`config.mk`:
```
export PLATFORM = sky130hd
export DESIGN_NAME = rsa_block_modexp
export DESIGN_NICKNAME = d
export VERILOG_FILES = /design/src/hw/rtl/rbm_pkg.sv /design/src/hw/rtl/rsa_block_modexp.sv /design/src/hw/rtl/rbm_cell.sv /design/src/hw/rtl/rbm_mulmod.sv /design/src/hw/rtl/rbm_ctrl.sv
export SDC_FILE = /design/constraint.sdc
export NUM_CORES = 1
export LEC_CHECK = 0
export BUFFER_PORTS_ARGS = -buffer_cell sky130_fd_sc_hd__clkbuf_2
export CORE_UTILIZATION = 60
export CTS_BUF_LIST = sky130_fd_sc_hd__clkbuf_4 sky130_fd_sc_hd__clkbuf_8
export DETAILED_ROUTE_END_ITERATION = 8
export GPL_TIMING_DRIVEN = 1
export PLACE_DENSITY = 0.8
export SLEW_MARGIN = 10
export SYNTH_ARGS = -nofsm -noshare
export SYNTH_HDL_FRONTEND = slang
export SYNTH_HIERARCHICAL = 1
export SYNTH_SLANG_ARGS = --single-unit
```
`constraint.sdc`:
```
create_clock -name clk -period 21.7 [get_ports clk]
set_clock_uncertainty 0.1 [all_clocks]
set_input_delay 1.085 -clock clk [delete_from_list [all_inputs] [get_ports clk]]
set_output_delay 1.085 -clock clk [all_outputs]
set_load 0.02 [all_outputs]
```
`src/hw/rtl/rbm_pkg.sv`:
```
// Package for the RSA block modexp: widths, register indexes, a control struct.
// No dependencies.
package rbm_pkg;
	localparam int unsigned RegW = 31;
	localparam int unsigned BaseW = RegW + 1;
	localparam int unsigned IdxW = 2;
	localparam logic [IdxW-1:0] RegModulus = 2'd0;
	localparam logic [IdxW-1:0] RegPubExp  = 2'd1;
	localparam logic [IdxW-1:0] RegPrivExp = 2'd2;
	localparam logic [RegW-1:0] ModulusRst = 31'd256;
	localparam logic [RegW-1:0] PubExpRst  = 31'd3;
	localparam logic [RegW-1:0] PrivExpRst = 31'd1;
	localparam logic OpEnc = 1'b0;
	localparam logic OpDec = 1'b1;

	typedef struct packed {
		logic start;
		logic busy;
		logic done;
	} mm_ctl_t;
endpackage

```
`src/hw/rtl/rsa_block_modexp.sv`:
```
// Top level of the RSA block modexp: config registers, input masking, output beat.
// Depends on rbm_pkg, rbm_ctrl.
//   channel | dir | handshake          | payload
//   in      | in  | in_valid/in_ready  | op, block_in, last_in
//   out     | out | out_valid/out_ready| block_out, last_out
//   cfg     | in  | cfg_we             | cfg_idx, cfg_data
// One item at a time. Each modular multiply steps the bit-cell chain, the base
// reduction over the full base width; a nonzero exponent e costs the base
// reduction, one squaring per bit of e above the lowest and one multiply per
// set bit before out_valid; a zero exponent skips all multiplies. Reset sets
// the registers to their defaults. A result held on out waits for out_ready;
// the next beat is taken only after that.
module rsa_block_modexp import rbm_pkg::*; #(
	parameter int unsigned WORD_WIDTH = 32
) (
	input  logic                  clk,
	input  logic                  arst_n,
	input  logic                  cfg_we,
	input  logic [IdxW-1:0]       cfg_idx,
	input  logic [RegW-1:0]       cfg_data,
	input  logic                  in_valid,
	output logic                  in_ready,
	input  logic                  op,
	input  logic [WORD_WIDTH-1:0] block_in,
	input  logic                  last_in,
	output logic                  out_valid,
	input  logic                  out_ready,
	output logic [RegW-1:0]       block_out,
	output logic                  last_out
);
	logic [RegW-1:0]  mod_q, pub_q, priv_q;
	logic             busy_q, op_q, last_q, ov_q;
	logic [BaseW-1:0] base, bmask;
	logic [RegW-1:0]  expo, res;
	logic [RegW-1:0]  bo_q;
	logic             fin, go;
	logic [5:0]       blen;

	always_ff @(posedge clk or negedge arst_n) begin
		if (!arst_n) begin
			mod_q  <= ModulusRst;
			pub_q  <= PubExpRst;
			priv_q <= PrivExpRst;
		end else if (cfg_we) begin
			unique case (cfg_idx)
				RegModulus: mod_q  <= cfg_data;
				RegPubExp:  pub_q  <= cfg_data;
				RegPrivExp: priv_q <= cfg_data;
				default: ;
			endcase
		end
	end

	always_comb begin
		blen = '0;
		for (int i = 0; i < RegW; i++) begin
			if (mod_q[i]) blen = 6'(i + 1);
		end
		bmask = '0;
		for (int i = 0; i < BaseW; i++) begin
			if (6'(i) < {blen[5:3] + (blen[2:0] != 3'd0 ? 3'd1 : 3'd0), 3'b000})
				bmask[i] = 1'b1;
		end
	end

	assign go       = in_valid && in_ready;
	assign in_ready = !busy_q && !ov_q;
	assign base = (op == OpDec) ? (BaseW'(block_in) & bmask)
		: {{(BaseW-8){1'b0}}, block_in[7:0]};
	assign expo = (op == OpDec) ? priv_q : pub_q;

	rbm_ctrl u_ctrl (
		.clk(clk), .arst_n(arst_n), .go(go), .base(base), .expo(expo),
		.n(mod_q), .fin(fin), .res(res)
	);

	always_ff @(posedge clk or negedge arst_n) begin
		if (!arst_n) begin
			busy_q <= 1'b0;
			ov_q   <= 1'b0;
			op_q   <= 1'b0;
			last_q <= 1'b0;
			bo_q   <= '0;
		end else begin
			if (go) begin
				busy_q <= 1'b1;
				op_q   <= op;
				last_q <= last_in;
			end
			if (fin) begin
				busy_q <= 1'b0;
				ov_q   <= 1'b1;
				bo_q   <= (op_q == OpDec) ? {{(RegW-8){1'b0}}, res[7:0]} : res;
			end else if (ov_q && out_ready) begin
				ov_q <= 1'b0;
			end
		end
	end

	assign out_valid = ov_q;
	assign block_out = bo_q;
	assign last_out  = last_q;

	a_no_accept_busy: assert property (@(posedge clk) disable iff (!arst_n)
		busy_q |-> !in_ready) else $error("accept while busy");
	a_fin_sets_out: assert property (@(posedge clk) disable iff (!arst_n)
		fin |=> out_valid) else $error("result lost");
	a_not_both: assert property (@(posedge clk) disable iff (!arst_n)
		!(busy_q && ov_q)) else $error("busy with pending beat");
endmodule

```
`src/hw/rtl/rbm_cell.sv`:
```
// One bit cell of the interleaved modular multiplier chain.
// Depends on rbm_pkg.
module rbm_cell import rbm_pkg::*; (
	input  logic clk,
	input  logic load,
	input  logic shift,
	input  logic d_in,
	input  logic d_init,
	output logic d_q
);
	always_ff @(posedge clk) begin
		if (load) begin
			d_q <= d_init;
		end else if (shift) begin
			d_q <= d_in;
		end
	end
endmodule

```
`src/hw/rtl/rbm_mulmod.sv`:
```
// Modular multiplier: multiplier bits stream MSB first through a chain of
// bit cells; one shift-add-reduce step per cycle. Depends on rbm_pkg, rbm_cell.
module rbm_mulmod import rbm_pkg::*; (
	input  logic             clk,
	input  logic             arst_n,
	input  logic             start,
	input  logic             wide,
	input  logic [RegW-1:0]  x,
	input  logic [BaseW-1:0] y,
	input  logic [RegW-1:0]  n,
	output logic [RegW-1:0]  p,
	output mm_ctl_t          ctl
);
	localparam int unsigned CntW = $clog2(BaseW + 1);
	logic [BaseW-1:0] chain;
	logic [BaseW-1:0] y_ld;
	logic [CntW-1:0]  cnt_q;
	logic             busy_q;
	logic             done_q;
	logic [RegW-1:0]  acc_q;
	logic [RegW+1:0]  dbl, add1, red1, red2;

	// narrow operands skip the always-zero top bit
	assign y_ld = wide ? y : {y[BaseW-2:0], 1'b0};

	for (genvar i = 0; i < BaseW; i++) begin : g_cell
		rbm_cell u_cell (
			.clk   (clk),
			.load  (start),
			.shift (busy_q),
			.d_in  ((i == 0) ? 1'b0 : chain[(i == 0) ? 0 : i-1]),
			.d_init(y_ld[i]),
			.d_q   (chain[i])
		);
	end

	always_comb begin
		dbl  = {1'b0, acc_q, 1'b0};
		red1 = (dbl >= {2'b0, n}) ? dbl - {2'b0, n} : dbl;
		add1 = red1 + (chain[BaseW-1] ? {2'b0, x} : '0);
		red2 = (add1 >= {2'b0, n}) ? add1 - {2'b0, n} : add1;
	end

	always_ff @(posedge clk or negedge arst_n) begin
		if (!arst_n) begin
			cnt_q  <= '0;
			busy_q <= 1'b0;
			done_q <= 1'b0;
		end else begin
			done_q <= !start && busy_q && (cnt_q == CntW'(1));
			if (start) begin
				busy_q <= 1'b1;
				cnt_q  <= wide ? CntW'(BaseW) : CntW'(RegW);
			end else if (busy_q) begin
				cnt_q <= cnt_q - 1'b1;
				if (cnt_q == CntW'(1)) begin
					busy_q <= 1'b0;
				end
			end
		end
	end

	always_ff @(posedge clk) begin
		if (start) begin
			acc_q <= '0;
		end else if (busy_q) begin
			acc_q <= (n == '0) ? '0 : red2[RegW-1:0];
		end
	end

	assign p = acc_q;
	assign ctl = '{start: start, busy: busy_q, done: done_q};
endmodule

```
`src/hw/rtl/rbm_ctrl.sv`:
```
// Square-and-multiply sequencer over the exponent, LSB first.
// Base pre-reduction is done as 1*base mod n. Depends on rbm_pkg, rbm_mulmod.
module rbm_ctrl import rbm_pkg::*; (
	input  logic             clk,
	input  logic             arst_n,
	input  logic             go,
	input  logic [BaseW-1:0] base,
	input  logic [RegW-1:0]  expo,
	input  logic [RegW-1:0]  n,
	output logic             fin,
	output logic [RegW-1:0]  res
);
	typedef enum logic [2:0] {IDLE, RED, MUL, SQR, DONE} st_t;
	st_t              st_q;
	logic [RegW-1:0]  e_q, r_q;
	logic [BaseW-1:0] b_q;
	logic             mm_go;
	logic             wide;
	logic [RegW-1:0]  mx, mp;
	logic [BaseW-1:0] my;
	mm_ctl_t          mctl;
	logic             fin_q;

	rbm_mulmod u_mm (
		.clk(clk), .arst_n(arst_n), .start(mm_go), .wide(wide),
		.x(mx), .y(my), .n(n), .p(mp), .ctl(mctl)
	);

	always_comb begin
		mx   = b_q[RegW-1:0];
		wide = 1'b0;
		unique case (st_q)
			RED: begin
				mx   = RegW'(1);
				my   = b_q;
				wide = 1'b1;
			end
			SQR:     my = b_q;
			default: my = {1'b0, r_q};
		endcase
	end

	always_ff @(posedge clk or negedge arst_n) begin
		if (!arst_n) begin
			st_q  <= IDLE;
			mm_go <= 1'b0;
			fin_q <= 1'b0;
			e_q   <= '0;
			b_q   <= '0;
			r_q   <= '0;
		end else begin
			fin_q <= (st_q == DONE);
			mm_go <= ((st_q == IDLE) && go && (expo != '0)) ||
				((st_q == MUL) && mctl.done && (e_q[RegW-1:1] != '0)) ||
				(((st_q == RED) || (st_q == SQR)) && mctl.done);
			unique case (st_q)
				IDLE: if (go) begin
					e_q <= expo;
					b_q <= base;
					r_q <= RegW'(1);
					if (expo == '0) begin
						st_q <= DONE;
					end else begin
						st_q <= RED;
					end
				end
				RED: if (mctl.done) begin
					b_q <= {1'b0, mp};
					if (e_q[0]) begin
						st_q <= MUL;
					end else begin
						st_q <= SQR;
					end
				end
				MUL: if (mctl.done) begin
					r_q <= mp;
					if (e_q[RegW-1:1] == '0) begin
						st_q <= DONE;
					end else begin
						st_q <= SQR;
					end
				end
				SQR: if (mctl.done) begin
					b_q  <= {1'b0, mp};
					e_q  <= e_q >> 1;
					st_q <= e_q[1] ? MUL : SQR;
				end
				DONE: begin
					st_q <= IDLE;
				end
				default: st_q <= IDLE;
			endcase
		end
	end

	assign fin = fin_q;
	assign res = r_q;
endmodule
```
==> results of run 1 <==
[layout make-up]
cell class                 count  area [um^2]
antenna                        1         2.50
clock buffer                  81         1010
clock inverter                16          145
fill                        2653        10700
inverter                      93          349
multi-input combinational   1685        11900
sequential                   298         7470
tap                          442          553
timing repair buffer         126          693
[layout by cell type (no fill, tap or decap), drive strengths merged, types with 9 or more instances in the layout]
| cell | instances |
|---|---|
| nand3 | 25 |
| nand2b | 16 |
| and3 | 18 |
| dfxtp | 31 |
| or3 | 12 |
| nor2 | 126 |
| clkinv | 9 |
| a21oi | 124 |
| or2 | 38 |
| o21bai | 10 |
| mux2 | 193 |
| mux2i | 32 |
| a21o | 50 |
| clkbuf | 185 |
| nor3 | 29 |
| nor4 | 28 |
| o21a | 21 |
| a31oi | 45 |
| inv | 94 |
| a22o | 17 |
| nand4 | 18 |
| and2 | 63 |
| buf | 22 |
| nand2 | 305 |
| o211ai | 28 |
| nand3b | 23 |
| xnor2 | 45 |
| ha | 99 |
| dfrtp | 231 |
| xor2 | 37 |
| a211oi | 10 |
| nor2b | 52 |
| o21ai | 137 |
| edfxtp | 32 |
[path summary, 6_finish.rpt]
| check | cells past startpoint | end | start | slack, ps |
|---|---|---|---|---|
| max | 30 | u_ctrl/u_mm/p[13] | mod_q[1] | 12570 |
| min | 1 | u_ctrl/b_q[29] | arst_n | 390 |
| max reg2reg | 30 | u_ctrl/u_mm/p[13] | mod_q[1] | 12570 |
| min reg2reg | 1 | priv_q[15] | priv_q[15] | 400 |
| max in group asynchronous | 2 | u_ctrl/res[4] | arst_n | 19630 |
| min in group clk | 1 | priv_q[15] | priv_q[15] | 400 |
[stage by stage]
stage | std cells | util [%]
floorplan | 2181 | -
global placement | 2644 | 63.9
detailed placement | 2644 | 63.9
CTS | 2741 | 67.4
global route | 2741 | 67.4
finish | 2742 | 67.4
[worst max-delay path, delay by kind of cell, from the launching register on]
kind / cells / cell delay (ps)
buffers and inverters: 2 / 410
flip-flops: 1 / 500
adder cells (fa/ha/maj): 4 / 1260
XOR/XNOR: 1 / 120
AO/OA/AOI/OAI: 13 / 3500
AND/OR/NAND/NOR: 10 / 3030
[layer usage]
metal / up-vias / wire length (um)
met4: 0 / 1210
li1: 7925 / -
met2: 618 / 23500
met5: - / 0
met1: 8053 / 24500
met3: 81 / 3190
==> results.yml, run 1 <==
die:
  initial_utilization_pct: 61.6
  ios: 106
  die_x_um: 186
  dieArea_mm2: 0.0345
  coreArea_mm2: 0.0329
  row_count: 66
  chipHeight_um: 186
worst_setup_path:
  cp_common_cell: "ha_1"
  slowest_stage: "or2_1"
  cp-start-kind: "flop"
  cpPeakStageDelay_ps: 810
  cp.arrival_ps: 9470
  critPathCaptureType: "flop"
  cp_max_fo: 62
  critical_path_class: "reg -> reg"
  crit_required_ps: 22040
sta:
  relSlewSlack_pct: 31.4
  rsz0062_at_grt: "false"
  tightest_slew_ps: 1030
  fmax_mhz: 110
  setup-violations-final: 0
  layout_setup_ws_ps: 12570
  fin_tns_setup_ps: 0
  fin_crit_ps: 9130
  fin_crit_sh_pct: 42.1
  hold_ws_ps: 394
  final_hold_viol_count: 0
  final-max-slew-violation-count: 0
place:
  port-buffer-count: 105
  place_area_mm2: 0.0210
  pre_cts_slack_ps: 12770
  routabilityCongestion: 0.999
  dp_hpwl_um: 38600
logic_synthesis:
  synth_fp_nets: 2355
  syn_inst: 2181
  yosys_warnings: 6
  avgSynthCellArea_um2: 9.28
  synth_area_mm2: 0.0202
grt:
  grt_first_pass_wirelength_um: 84100
  antenna_found_initial: 0
  top_usage_layer: "met2"
  grt_pass1_vias: 16000
  grt_use_total_pct: 30.9
  grtUsageMet1_pct: 44.9
  met2_usage_pct: 48.3
  grt_max_degree: 89
  overflow: 0
  use_met3_pct: 3.58
clock_network:
  tritoncts: "yes"
  hold_buffers: 0
  cts.reportedPaths.clkPinSlew_ps: 70
  cts.sinks: 298
  cts_buffers: 52
  cts_setup_buffers: 0
  clkLatencyLatePin_ps: 600
  cts_max_path_buffers: 3
  cts_resized: 0
  root_buffer: "clkbuf_8"
  htree_levels: 2
job:
  cap_violations: 0
cells_and_area:
  fin_nets: 2430
  drive_above_1_share_pct: 22.5
  fin_area_mm2: 0.0222
  reg.largest.list: "u_ctrl/b_q: 32 flops, u_ctrl/u_mm/g_cell.u_cell/d_q: 32 flops"
  syn2layout_area_growth_pct: 9.48
hold_path:
  hold_path.class: "in -> async"
detailed_routing:
  drtPass1Iterations: 6
  ant_nets: 0
  via_per_inst: 6.08
  drt_iter0_drc: 1690
  wl_per_cell_um: 19.1
  post-route-drc-count: 0
  vias: 16700
  drt_wl_total_um: 52400
run_status:
  status: "finished clean"
Power of run 1 is left out: the tool's default activity adds up to more than one toggle a clock period on the data nets, which glitch-free logic cannot reach.
==> run 2, diff against run 1 <==
--- a/config.mk
+++ b/config.mk
@@ -5,12 +5,13 @@
 export SDC_FILE = /design/constraint.sdc
 export NUM_CORES = 1
 export LEC_CHECK = 0
+export ABC_AREA = 1
 export BUFFER_PORTS_ARGS = -buffer_cell sky130_fd_sc_hd__clkbuf_2
-export CORE_UTILIZATION = 60
+export CORE_UTILIZATION = 58
 export CTS_BUF_LIST = sky130_fd_sc_hd__clkbuf_4 sky130_fd_sc_hd__clkbuf_8
 export DETAILED_ROUTE_END_ITERATION = 8
 export GPL_TIMING_DRIVEN = 1
-export PLACE_DENSITY = 0.8
+export PLACE_DENSITY = 0.81
 export SLEW_MARGIN = 10
 export SYNTH_ARGS = -nofsm -noshare
 export SYNTH_HDL_FRONTEND = slang
==> constraint.sdc (replaced) <==
create_clock -name clk -period 8.2 [get_ports clk]
set_clock_uncertainty 0.1 [all_clocks]
set_input_delay 0.41 -clock clk [delete_from_list [all_inputs] [get_ports clk]]
set_output_delay 0.41 -clock clk [all_outputs]
set_load 0.02 [all_outputs]
==> results.yml, run 2 <==
worst_setup_path:
  critPathCaptureType: "flop"
  cpPeakStageDelay_ps: 480
  cp_max_fo: 31
  crit_required_ps: 8670
  cp-start-kind: "flop"
  cp_common_cell: "nand2_1"
  critical_path_class: "reg -> reg"
  cp.arrival_ps: 7930
  slowest_stage: "nor3_1"
logic_synthesis:
  synth_area_mm2: 0.0214
  synth_fp_nets: 3372
  yosys_warnings: 6
  avgSynthCellArea_um2: 6.69
  syn_inst: 3198
clock_network:
  cts_resized: 0
  htree_levels: 2
  cts.reportedPaths.clkPinSlew_ps: 60
  cts_buffers: 51
  root_buffer: "clkbuf_8"
  clkLatencyLatePin_ps: 650
  tritoncts: "yes"
  cts.sinks: 298
  cts_max_path_buffers: 3
die:
  chipHeight_um: 194
  die_x_um: 194
  ios: 106
  dieArea_mm2: 0.0377
  row_count: 69
  initial_utilization_pct: 59.6
  coreArea_mm2: 0.0359
detailed_routing:
  drt_iter0_drc: 1927
  drtPass1Iterations: 6
  drt_wl_total_um: 65000
  wl_per_cell_um: 17.1
  via_per_inst: 5.54
  post-route-drc-count: 0
  ant_nets: 0
  vias: 21100
sta:
  fin_crit_ps: 7460
  layout_setup_ws_ps: 743
  relSlewSlack_pct: 28.5
  rsz0062_at_grt: "false"
  tightest_slew_ps: 1070
  fin_tns_setup_ps: 0
  fmax_mhz: 134
  final-max-slew-violation-count: 0
  hold_ws_ps: 104
  final_hold_viol_count: 0
  setup-violations-final: 0
  fin_crit_sh_pct: 90.9
hold_path:
  hold_path.class: "in -> reg"
cells_and_area:
  fin_area_mm2: 0.0237
  syn2layout_area_growth_pct: 10.6
  reg.largest.list: "u_ctrl/b_q: 32 flops, u_ctrl/u_mm/g_cell.u_cell/d_q: 32 flops"
  final_common_cell: "nand2_1"
  fin_nets: 3472
  final_cell_mix: "nand2_1, inv_1, dfrtp_1, nor2_1, o21ai_0"
  drive_above_1_share_pct: 8.29
grt:
  grt_first_pass_wirelength_um: 105000
  grt_use_total_pct: 34.7
  overflow: 0
  antenna_found_initial: 1
  grt_max_degree: 175
  grt_pass1_vias: 20000
place:
  dp_hpwl_um: 49500
  routabilityCongestion: 1.01
  port-buffer-count: 105
  pre_cts_slack_ps: 901
  place_area_mm2: 0.0222
job:
  cap_violations: 0
run_status:
  status: "finished clean"
## run 2: worst paths after layout
kind / slack (ps) / startpoint / end / cells after the start
worst max-delay path: 740 / mod_q[30] / u_ctrl/u_mm/p[23] / 39
worst min-delay path: 100 / block_in[13] / u_ctrl/b_q[13] / 5
worst max register to register: 740 / mod_q[30] / u_ctrl/u_mm/p[23] / 39
worst min register to register: 340 / u_ctrl/st_q[0] / u_ctrl/fin / 1
max in group asynchronous: 6410 / arst_n / u_ctrl/b_q[25] / 3
min in group asynchronous: 180 / arst_n / priv_q[22] / 2
## run 2: worst max-delay path: cells and delay by family, from the launching register on
| family | cells | cell delay, ps |
|---|---|---|
| compound gates | 5 | 780 |
| fa+ha+maj | 3 | 1220 |
| buf+inv | 4 | 510 |
| flops | 1 | 400 |
| simple gates | 27 | 4360 |
## run 2: repair_timing
item                       CTS  global route
hold buffers                36             0
hold endpoints to repair   158             0
setup buffers                0             0
setup endpoints to repair    0             0
## run 2: stage by stage
step | utilization, % | std cells
detailed placement | 61.7 | 3670
floorplan | - | 3198
global placement | 61.7 | 3670
finish | 65.9 | 3803
global route | 65.9 | 3802
CTS | 65.9 | 3802
## run 2: metal layers
layer	part of all wire [%]	GRT usage [%]
met5	0	0
met4	3.4	13.3
met3	8.1	5.98
met2	44	53.9
met1	45	48.4
## run 2: area by class of cell
class / count / area, um^2
diodes: 1 / 2.50
clock buffers: 76 / 965
clock inverters: 20 / 176
fillers: 3268 / 12300
inverters: 542 / 2080
multi-input cells: 2248 / 11400
flip-flops and latches: 298 / 7470
well taps: 461 / 577
repair buffers: 157 / 1030
Power of run 2 is left out for the same reason.
